## config.mk

```make
export PLATFORM = sky130hd
export DESIGN_NAME = matrix_rotate_90_clockwise_top
export DESIGN_NICKNAME = d
export VERILOG_FILES = /design/src/rtl/core/mrot90_pkg.sv /design/src/rtl/core/mrot90_ctrl.sv /design/src/rtl/core/mrot90_datapath.sv /design/src/rtl/core/matrix_rotate_90_clockwise_top.sv
export SDC_FILE = /design/constraint.sdc
export NUM_CORES = 2
export LEC_CHECK = 0
export ABC_AREA = 0
export BUFFER_PORTS_ARGS = -buffer_cell sky130_fd_sc_hd__clkbuf_2
export CAP_MARGIN = 15
export CORE_AREA = 8 8 538 540
export CTS_CLUSTER_DIAMETER = 60
export DETAILED_ROUTE_END_ITERATION = 10
export DIE_AREA = 0 0 546 548
export PLACE_DENSITY = 0.54
export SLEW_MARGIN = 10
export SYNTH_ARGS = -nofsm -noshare
export SYNTH_HDL_FRONTEND = slang
export SYNTH_SLANG_ARGS = --single-unit
```

## constraint.sdc

```tcl
create_clock -name clk -period 4.5 [get_ports clk]
set_clock_uncertainty 0.05 [all_clocks]
set_input_delay 0.675 -clock clk [delete_from_list [all_inputs] [get_ports clk]]
set_output_delay 0.675 -clock clk [all_outputs]
set_load 0.05 [all_outputs]
```

## src/rtl/core/mrot90_pkg.sv

```systemverilog
`timescale 1ns / 1ps
// Shared constants and types for the 90-degree matrix rotation block.
package mrot90_pkg;

  // Default largest matrix dimension.
  localparam int MAX_DIM_DEF = 8;

  // Width of one matrix element.
  localparam int DATA_W = 32;

  // Width and reset value of the matrix size register.
  localparam int SIZE_W = 4;
  localparam logic [SIZE_W-1:0] SIZE_RST = 4'd4;

  // Configuration bus widths and the register index decode.
  localparam int CFG_DATA_W = 32;
  localparam int CFG_ADDR_W = 3;
  localparam logic REG_MATRIX_SIZE = 1'b0;

  // Commands from the controller to the datapath.
  typedef struct packed {
    logic wr_en;
    logic rd_en;
    logic rd_last;
  } cmd_t;

endpackage

```

## src/rtl/core/mrot90_ctrl.sv

```systemverilog
`timescale 1ns / 1ps
// Controller: load counter, read-out scan and the load/read state machine.
module mrot90_ctrl #(
  parameter int MAX_DIM = mrot90_pkg::MAX_DIM_DEF,
  parameter int DEPTH   = MAX_DIM * MAX_DIM,
  parameter int ADDR_W  = (DEPTH > 1) ? $clog2(DEPTH) : 1
) (
  input  logic                           clk,
  input  logic                           rst_n,
  input  logic                           start,
  input  logic [mrot90_pkg::SIZE_W-1:0]  matrix_size,
  output logic                           busy,
  output logic [ADDR_W-1:0]              wr_addr,
  output logic [ADDR_W-1:0]              rd_addr,
  output mrot90_pkg::cmd_t               cmd
);

  localparam int DIM_W = $clog2(MAX_DIM + 1);
  localparam int TOT_W = $clog2(DEPTH + 1);

  localparam logic ST_LOAD = 1'b0;
  localparam logic ST_READ = 1'b1;

  logic              state_r, state_nxt;
  logic [ADDR_W-1:0] count_r, count_nxt;
  logic [DIM_W-1:0]  row_r, row_nxt;
  logic [DIM_W-1:0]  col_r, col_nxt;
  logic [ADDR_W-1:0] src_r, src_nxt;

  logic [DIM_W-1:0]  n_eff;
  logic [TOT_W-1:0]  total;
  logic [TOT_W-1:0]  count_inc;
  logic [ADDR_W-1:0] top_base;
  logic [ADDR_W-1:0] n_addr;
  logic              row_end;
  logic              scan_last;
  logic              accept;

  // Clamp the configured size into 1..MAX_DIM.
  always_comb begin
    if (matrix_size == '0) begin
      n_eff = DIM_W'(1);
    end else if (matrix_size > mrot90_pkg::SIZE_W'(MAX_DIM)) begin
      n_eff = DIM_W'(MAX_DIM);
    end else begin
      n_eff = matrix_size[DIM_W-1:0];
    end
  end

  // Element count and the address of the first element of the bottom row.
  assign total     = TOT_W'(n_eff) * TOT_W'(n_eff);
  assign top_base  = ADDR_W'(total - TOT_W'(n_eff));
  assign n_addr    = ADDR_W'(n_eff);
  assign count_inc = TOT_W'(count_r) + TOT_W'(1);

  assign row_end   = (col_r == n_eff - DIM_W'(1));
  assign scan_last = row_end && (row_r == n_eff - DIM_W'(1));
  assign accept    = start && (state_r == ST_LOAD);

  assign busy    = (state_r == ST_READ);
  assign wr_addr = count_r;
  assign rd_addr = src_r;

  assign cmd.wr_en   = accept;
  assign cmd.rd_en   = (state_r == ST_READ);
  assign cmd.rd_last = (state_r == ST_READ) && scan_last;

  // Next-state logic: load words until the matrix is full, then scan it
  // column by column from the bottom row up.
  always_comb begin
    state_nxt = state_r;
    count_nxt = count_r;
    row_nxt   = row_r;
    col_nxt   = col_r;
    src_nxt   = src_r;
    unique case (state_r)
      ST_LOAD: begin
        if (accept) begin
          if (count_inc >= total) begin
            count_nxt = '0;
            state_nxt = ST_READ;
            row_nxt   = '0;
            col_nxt   = '0;
            src_nxt   = top_base;
          end else begin
            count_nxt = count_inc[ADDR_W-1:0];
          end
        end
      end
      ST_READ: begin
        if (row_end) begin
          col_nxt = '0;
          row_nxt = row_r + DIM_W'(1);
          src_nxt = top_base + ADDR_W'(row_r) + ADDR_W'(1);
        end else begin
          col_nxt = col_r + DIM_W'(1);
          src_nxt = src_r - n_addr;
        end
        if (scan_last) begin
          state_nxt = ST_LOAD;
        end
      end
      default: begin
        state_nxt = ST_LOAD;
      end
    endcase
  end

  // Control registers.
  always_ff @(posedge clk) begin
    if (!rst_n) begin
      state_r <= ST_LOAD;
      count_r <= '0;
      row_r   <= '0;
      col_r   <= '0;
      src_r   <= '0;
    end else begin
      state_r <= state_nxt;
      count_r <= count_nxt;
      row_r   <= row_nxt;
      col_r   <= col_nxt;
      src_r   <= src_nxt;
    end
  end

endmodule

```

## src/rtl/core/mrot90_datapath.sv

```systemverilog
`timescale 1ns / 1ps
// Datapath: element memory, registered read port and result word register.
module mrot90_datapath #(
  parameter int MAX_DIM = mrot90_pkg::MAX_DIM_DEF,
  parameter int DEPTH   = MAX_DIM * MAX_DIM,
  parameter int ADDR_W  = (DEPTH > 1) ? $clog2(DEPTH) : 1
) (
  input  logic                                  clk,
  input  logic                                  rst_n,
  input  mrot90_pkg::cmd_t                      cmd,
  input  logic [ADDR_W-1:0]                     wr_addr,
  input  logic [ADDR_W-1:0]                     rd_addr,
  input  logic signed [mrot90_pkg::DATA_W-1:0]  wr_data,
  output logic signed [mrot90_pkg::DATA_W-1:0]  rd_data,
  output logic                                  rd_valid,
  output logic                                  rd_last
);

  logic [mrot90_pkg::DATA_W-1:0] mem [DEPTH];
  logic [mrot90_pkg::DATA_W-1:0] rd_data_r;
  logic                          valid_r;
  logic                          last_r;

  // Element memory with one write port and one registered read port.
  always_ff @(posedge clk) begin
    if (cmd.wr_en) begin
      mem[wr_addr] <= wr_data;
    end
    if (cmd.rd_en) begin
      rd_data_r <= mem[rd_addr];
    end
  end

  // Result strobe and last-word flag are registered from the read commands, in step with the read data.
  always_ff @(posedge clk) begin
    if (!rst_n) begin
      valid_r <= 1'b0;
      last_r  <= 1'b0;
    end else begin
      valid_r <= cmd.rd_en;
      last_r  <= cmd.rd_last;
    end
  end

  assign rd_data  = rd_data_r;
  assign rd_valid = valid_r;
  assign rd_last  = last_r;

endmodule

```

## src/rtl/core/matrix_rotate_90_clockwise_top.sv

```systemverilog
`timescale 1ns / 1ps
// Top level of the 90-degree clockwise matrix rotation block.
// A word is loaded whenever start is high and busy is low; busy stays low while a matrix loads.
// The word that completes an n-by-n matrix starts the read-out of all n*n words,
// one result word per cycle; the first reaches the ports after the state register
// has entered read and the read port has registered it. Results cannot be stalled.
// Synchronous active-low reset clears the controller and sets the size to 4.
module matrix_rotate_90_clockwise_top #(
  parameter int MAX_DIM = mrot90_pkg::MAX_DIM_DEF
) (
  input  logic                                      clk,
  input  logic                                      rst_n,
  // Input channel
  input  logic                                      start,
  output logic                                      busy,
  input  logic signed [mrot90_pkg::DATA_W-1:0]      in_element_value,
  // Result channel
  output logic                                      out_valid,
  output logic signed [mrot90_pkg::DATA_W-1:0]      out_rotated_value,
  output logic                                      out_is_last,
  // Configuration port
  input  logic                                      psel,
  input  logic                                      penable,
  input  logic                                      pwrite,
  input  logic [mrot90_pkg::CFG_ADDR_W-1:0]         paddr,
  input  logic [mrot90_pkg::CFG_DATA_W-1:0]         pwdata,
  output logic [mrot90_pkg::CFG_DATA_W-1:0]         prdata,
  output logic                                      pready
);

  localparam int DEPTH  = MAX_DIM * MAX_DIM;
  localparam int ADDR_W = (DEPTH > 1) ? $clog2(DEPTH) : 1;

  logic [mrot90_pkg::SIZE_W-1:0] size_r;
  logic                          cfg_sel;
  logic                          cfg_write;
  mrot90_pkg::cmd_t              cmd;
  logic [ADDR_W-1:0]             wr_addr;
  logic [ADDR_W-1:0]             rd_addr;

  // Configuration register decode.
  assign pready    = 1'b1;
  assign cfg_sel   = (paddr[2] == mrot90_pkg::REG_MATRIX_SIZE);
  assign cfg_write = psel && penable && pwrite && pready && cfg_sel;

  always_ff @(posedge clk) begin
    if (!rst_n) begin
      size_r <= mrot90_pkg::SIZE_RST;
    end else if (cfg_write) begin
      size_r <= pwdata[mrot90_pkg::SIZE_W-1:0];
    end
  end

  // Register read-back.
  always_comb begin
    prdata = '0;
    if (cfg_sel) begin
      prdata = mrot90_pkg::CFG_DATA_W'(size_r);
    end
  end

  // Controller.
  mrot90_ctrl #(
    .MAX_DIM (MAX_DIM),
    .DEPTH   (DEPTH),
    .ADDR_W  (ADDR_W)
  ) u_ctrl (
    .clk         (clk),
    .rst_n       (rst_n),
    .start       (start),
    .matrix_size (size_r),
    .busy        (busy),
    .wr_addr     (wr_addr),
    .rd_addr     (rd_addr),
    .cmd         (cmd)
  );

  // Datapath.
  mrot90_datapath #(
    .MAX_DIM (MAX_DIM),
    .DEPTH   (DEPTH),
    .ADDR_W  (ADDR_W)
  ) u_datapath (
    .clk      (clk),
    .rst_n    (rst_n),
    .cmd      (cmd),
    .wr_addr  (wr_addr),
    .rd_addr  (rd_addr),
    .wr_data  (in_element_value),
    .rd_data  (out_rotated_value),
    .rd_valid (out_valid),
    .rd_last  (out_is_last)
  );

endmodule
```

# --- Word level (Yosys, flattened, before mapping) ---
# Memories as Yosys holds them, arrays and structs flattened. A register that Yosys moved wholly into a read port is not among the register bits.
# Index checks and enable logic that the tools add are counted.
op_classes:
  n_addsub: 8
  multipliers: 1
  n_lt_le_gt_ge: 2
  n_eq_ne: 5
  muxes: 20
  bitwise: 2
  reduce_logical: 10
op_table:
  columns: ["op", "n"]
  rows:
  - ["$mux 4", 7]
  - ["$mux 6", 4]
  - ["$pmux 4 s2", 2]
  - ["$pmux 6 s2", 1]
  - ["$sub 6x4->6", 2]
  - ["$add 4x1->4 const B", 2]
  - ["$eq 4x4->1", 2]
  - ["$add 6x1->7 const B", 1]
  - ["$ge 7x7->1", 1]
  - ["$mul 4x4->7", 1]
  - ["$add 6x1->6 const B", 1]
  - ["$add 6x4->6", 1]
  - ["$logic_and 1x1->1", 6]
  - ["$mux 1", 5]
  - ["$gt 4x4->1 const B", 1]
  - ["$logic_not 4->1", 1]
  - ["$ne 2x2->1 const B", 2]
  - ["$reduce_and 2->1", 2]
  - ["$sub 4x1->4 const B", 1]
  - ["$reduce_and 3->1", 1]
  - ["$ne 2x1->1 const B", 1]
  - ["$not 1->1", 2]
  - ["$pmux 1 s2", 1]
totals:
  regBits: 27
  ramBits: 2048
  in_bits: 73
  output_inout_bits: 68
  word_cells: 57
  n_memories: 1
mem_list:
  columns: ["name", "words", "word_bits", "rd", "rd_clocked_by_memory_dff", "wr", "line_no", "rtl"]
  rows:
  - ["u_datapath.mem", 64, 32, 1, 1, 1, "mrot90_datapath.sv:19", "logic [mrot90_pkg::DATA_W-1:0] mem [DEPTH];"]

# --- Depth between registers and ports, before layout ---
logic_depth:
  word_depth: 9
  ltp_mapped: 16
  mapped_depth_nobuf: 14

# --- By module ---
# A second synthesis with hierarchy kept.
unflattened:
  hier_cells: 3779
  hier_area_um2: 82027.4
by_module_without_submodules:
  columns: ["mod", "instances", "cells_each", "area_each_um2", "seq_area_each_um2"]
  rows:
  - ["mrot90_datapath", 1, 3476, 79523.8, 62499.9]
  - ["mrot90_ctrl", 1, 250, 2072.0, 420.4]
  - ["matrix_rotate_90_clockwise_top", 1, 53, 431.7, 80.1]

# --- Worst setup path after synthesis ---
# Ideal clock, no wire load.
synth_timing:
  kind: "flip-flop to flip-flop"
  from: "register u_ctrl.state_r (netlist: u_ctrl.busy)"
  to: "memory u_datapath.mem[19][0] (netlist name), enable pin"
  setup_ns: 0.421
  arrival_ns: 3.226
  required_ns: 4.029
  path_slack_ns: 0.803
  path_stages_with_launch: 7
  path_buffers: 1
  synth_period_minus_slack_ns: 3.697
  path_cell_list: "dfxtp_1 -> clkbuf_1 -> inv_1 -> nand2_1 -> nor2_1 -> nand3_1 -> nor2_1"
synth_between:
  elab_chain_cells: 4
synth_rtl:
  columns: ["item", "line_no", "rtl"]
  rows:
  - ["start: declaration", "mrot90_ctrl.sv:24", "logic state_r, state_nxt;"]
  - ["start signal: assignment", "mrot90_ctrl.sv:118", "state_r <= state_nxt;"]
  - ["$not 1->1", "mrot90_ctrl.sv:58", "assign accept = start && (state_r == ST_LOAD);"]
  - ["$logic_and 1x1->1", "mrot90_ctrl.sv:58", null]
  - ["$mux 1", "mrot90_datapath.sv:26", "if (cmd.wr_en) begin"]
  - ["$mux 1 (implied by the code)", "mrot90_datapath.sv:27", "mem[wr_addr] <= wr_data;"]
  - ["end: declaration", "mrot90_datapath.sv:19", null]
# Every way passes these cells.

# --- Final worst setup path ---
layout_timing:
  from: "register size_r[3] (netlist name)"
  to: "register u_ctrl.src_r[0] (netlist: u_ctrl.rd_addr[0])"
layout_between:
  elab_chain_cells: 9
  word_cells_on_any_way: 18
  cone_classes: "5 x add/sub; 1 x mul; 2 x order compare; 2 x eq/ne; 6 x mux; 2 x reduce/logical"
layout_rtl:
  columns: ["item", "line_no", "rtl"]
  rows:
  - ["start: declaration", "matrix_rotate_90_clockwise_top.sv:34", "logic [mrot90_pkg::SIZE_W-1:0] size_r;"]
  - ["start signal: assignment", "matrix_rotate_90_clockwise_top.sv:48", "size_r <= mrot90_pkg::SIZE_RST;"]
  - ["start signal: assignment", "matrix_rotate_90_clockwise_top.sv:50", "size_r <= pwdata[mrot90_pkg::SIZE_W-1:0];"]
  - ["$gt 4x4->1", "mrot90_ctrl.sv:43", "end else if (matrix_size > mrot90_pkg::SIZE_W'(MAX_DIM)) begin"]
  - ["$mux 4", "mrot90_ctrl.sv:43", null]
  - ["$mux 4 *", "mrot90_ctrl.sv:41", "if (matrix_size == '0) begin"]
  - ["$mul 4x4->7", "mrot90_ctrl.sv:51", "assign total = TOT_W'(n_eff) * TOT_W'(n_eff);"]
  - ["$sub 6x4->6", "mrot90_ctrl.sv:52", "assign top_base = ADDR_W'(total - TOT_W'(n_eff));"]
  - ["$add 6x4->6", "mrot90_ctrl.sv:94", "src_nxt = top_base + ADDR_W'(row_r) + ADDR_W'(1);"]
  - ["$add 6x1->6", "mrot90_ctrl.sv:94", null]
  - ["$mux 6", "mrot90_ctrl.sv:91", "if (row_end) begin"]
  - ["$pmux 6 s2", "mrot90_ctrl.sv:76", "unique case (state_r)"]
  - ["end signal: assignment", "mrot90_ctrl.sv:122", "src_r <= src_nxt;"]
  - ["end: declaration", "mrot90_ctrl.sv:28", "logic [ADDR_W-1:0] src_r, src_nxt;"]
# Every way passes the cells marked *; elsewhere a longest branch is shown, timed or not. The select of a mux whose other input is x is not followed.
# A chain may end at the register's enable or synchronous reset.

==> results_dict.tcl <==
set metrics [dict create \
    post-route-period-util_pct 86.5 \
    ys_seq_area_share_pct 77.7 \
    dieHeight_um 548 \
    status "finished clean" \
    track_usage_pct 14.2 \
    pre_cts_slack_ns 0.636 \
    fin_nets 3848 \
    r2r-start "size_r[3]" \
    synthDistinctLibCells 52 \
    io_buffers 81 \
    cts_resized 0 \
    fillers 26000 \
    startpoint "size_r[3]" \
    hold_violations 0 \
    final_cell_mix "2,080 x edfxtp_1, 628 x mux4_2, 217 x clkbuf_16, 154 x buf_4, 79 x clkbuf_2" \
    route.detailed.drc 0 \
    power_density_nw_per_um2 441 \
    worst-r2r-cell-count 13 \
    period_needed_ns 3.89 \
    holdPathEnd "size_r[3]" \
    final_common_cell "edfxtp_1" \
    grt_max_degree 77 \
    worst_slew_pin_slew_ns 1.16 \
    r2r_end "u_ctrl.rd_addr[0]" \
    min_path_type "in2reg" \
    grt_pass1_wl_um 305000 \
    cts_buffers 215 \
    gr-total-overflow 0 \
    worst-r2r-setup-slack_ns 0.61 \
    vias 37700 \
    dp_hpwl_um 119000 \
    synth_seq_cells 2107 \
    start_kind "flop" \
    initial_core_util_pct 28.9 \
    synthArstFlopShare_pct 0 \
    core_area_um2 281000 \
    postLayoutCoreUtil_pct 33.7 \
    synth_edf_count 2080 \
    min_path_cells 3 \
    end_kind "flop" \
    avgRoutedWirePerCell_um 28.4 \
    critPathRequiredTime_ns 5.21 \
    gp_congestion 0.755 \
    ys.flop_type "edfxtp_1" \
    total_power_uw 41800 \
    setup_violations 0 \
    die_area_um2 299000 \
    irDropWorstVdd_uv 352 \
    yosys_warnings 0 \
    worstSkewPairLatency_ns 0.86 \
    slew_headroom_pct 22.6 \
    drtIter0Drc 4647 \
    drv_slew 0 \
    routed_wl_um 217000 \
    setup_ws_ns 0.607 \
    clk_pin_slew_worst_paths_ns 0.06 \
    ctsHtreeMaxLevel 4 \
    avgSynthCellArea_um2 23.8 \
    syn2layout_area_growth_pct 16.9 \
    fmax_mhz 257 \
    drtAntennaViolNets 0 \
    cts_buffer_depth 3 \
    fp.dieW_um 546 \
    syn-cell-area_um2 81100 \
    worstSetupPathType "reg2reg" \
    grt_pass1_vias 39100 \
    syn_inst 3406 \
    leakagePower_uw 0.0283 \
    layout-drive-gt1-share_pct 32.7 \
    viasPerCell 4.91 \
    io-pin-count 141 \
    clockRootBuffer "clkbuf_16" \
    antenna_found_initial 11 \
    dr.pass1.iters 5 \
    rsz0062_at_grt "false" \
    worstPathArrival_ns 4.61 \
    cts_tree "done" \
    cp_max_fo 12 \
    cts_sinks 2107 \
    rows 195 \
    holdCritStartpoint "pwdata[3]" \
    maxCapViolations 0 \
    fin_tns_setup_ns 0 \
]
-- kinds of logic (layout without fill, tap and decap cells) --
group / Yosys count / after routing / share of synthesized area (%)
adders and majority gates: 28 / 28 / 0.460
buffers and inverters: 223 / 710 / 1.35
xor gates and xnor gates: 23 / 23 / 0.265
and+or+nand+nor: 236 / 236 / 1.36
other: 2 / 34 / 0.00926
AOI/OAI and AO/OA: 144 / 144 / 1.21
muxes: 643 / 643 / 17.6
DFF: 2107 / 2107 / 77.7
-- cells in the mapped netlist, types with 3 or more instances --
| cell | n | area, µm² |
|---|---|---|
| dfxtp_1 | 27 | 541 |
| or3_1 | 3 | 18.8 |
| ha_1 | 25 | 313 |
| a22oi_1 | 41 | 308 |
| a31oi_1 | 8 | 50.1 |
| edfxtp_1 | 2080 | 62500 |
| buf_1 | 25 | 93.8 |
| o22ai_1 | 20 | 125 |
| o21a_1 | 3 | 22.5 |
| a32oi_1 | 3 | 26.3 |
| nand2b_1 | 4 | 25.0 |
| a21oi_1 | 15 | 75.1 |
| a21boi_0 | 6 | 45.0 |
| fa_1 | 3 | 60.1 |
| buf_4 | 38 | 285 |
| clkbuf_1 | 76 | 285 |
| buf_6 | 5 | 56.3 |
| nand3_1 | 16 | 80.1 |
| a211oi_1 | 14 | 105 |
| and2_1 | 12 | 75.1 |
| xor2_1 | 9 | 78.8 |
| and3_1 | 6 | 37.5 |
| mux2i_1 | 15 | 150 |
| nor3_1 | 6 | 30.0 |
| mux4_2 | 628 | 14100 |
| inv_1 | 16 | 60.1 |
| nor2b_1 | 29 | 181 |
| a21o_1 | 5 | 37.5 |
| buf_2 | 62 | 310 |
| xnor2_1 | 13 | 114 |
| nand2_1 | 57 | 214 |
| nor3b_1 | 5 | 37.5 |
| o21ai_0 | 17 | 85.1 |
| nor2_1 | 89 | 334 |
-- registers in the layout (all words and copies together) (netlist names) --
signal / count
size_r: 4
u_datapath.mem: 2048
u_datapath.rd_data: 32
u_ctrl.rd_addr: 6
u_datapath.rd_valid: 1
u_ctrl.busy: 1
u_ctrl.row_r: 4
u_ctrl.col_r: 4
u_datapath.rd_last: 1
u_ctrl.wr_addr: 6
-- layer usage --
layer	vias up	part of all wire (%)	track usage, %	wire (µm)
met2	1249	49	23.7	107000
met3	240	5.6	2.00	12200
li1	15300	-	-	-
met1	20900	44	19.8	95000
met5	-	0.025	0	54
met4	8	1.7	3.09	3670
-- through the flow --
stage	hold WS, ns	instances	cell area [µm²]
after floorplan	0.449	3435	81200
after global placement	0.481	7269	88100
after detailed placement	0.525	7269	88100
after CTS	0.0140	7664	94700
after global routing	0.0749	7665	94800
final	0.0861	7668	94800
-- cell type report --
cell class	count	area, µm²	share of cell area, %
multi-input cells	1105	17600	18.5
flip-flops and latches	2107	63000	66.5
repair buffers	301	2850	3.01
diodes	3	7.51	0.00792
clock buffers	283	5690	6.00
inverters	17	63.8	0.0673
clock inverters	109	885	0.933
well taps	3743	4680	4.94
-- what timing repair did --
action	CTS	global route
setup buffers	0	0
hold buffers	3	0
endpoints found under the hold margin	3	0
-- power by group --
part	internal [µW]	switching [µW]	total (µW)
combinational	1200	2000	3200
sequential	21700	121	21800
clock	9210	7540	16800
total	32100	9660	41800
-- worst max-delay path, stage by stage, from the launching register on --
cell and delay, ns:
dfxtp_1 0.40, clkinv_1 0.24, nand2_1 0.24, inv_1 0.17
ha_1 0.25, fa_1 0.46, xnor2_1 0.35, ha_1 0.30
o21ai_0 0.22, nand2b_1 0.10, a31o_2 0.34, a21oi_1 0.40
a22oi_1 0.17, nor2b_1 0.14
-- worst max path at each step --
stage	endpoint	slack, ns	cells past startpoint
3_3_place_gp	u_ctrl.rd_addr[0]	0.61	14
3_5_place_dp	u_ctrl.rd_addr[3]	0.64	13
6_report	u_ctrl.rd_addr[0]	0.61	13
4_1_cts	u_ctrl.rd_addr[0]	0.63	14
2_1_floorplan	u_datapath.mem[19][0]	0.80	6
5_1_grt	u_ctrl.rd_addr[0]	0.31	13
No activity file was read; power rests on OpenSTA's default activity.
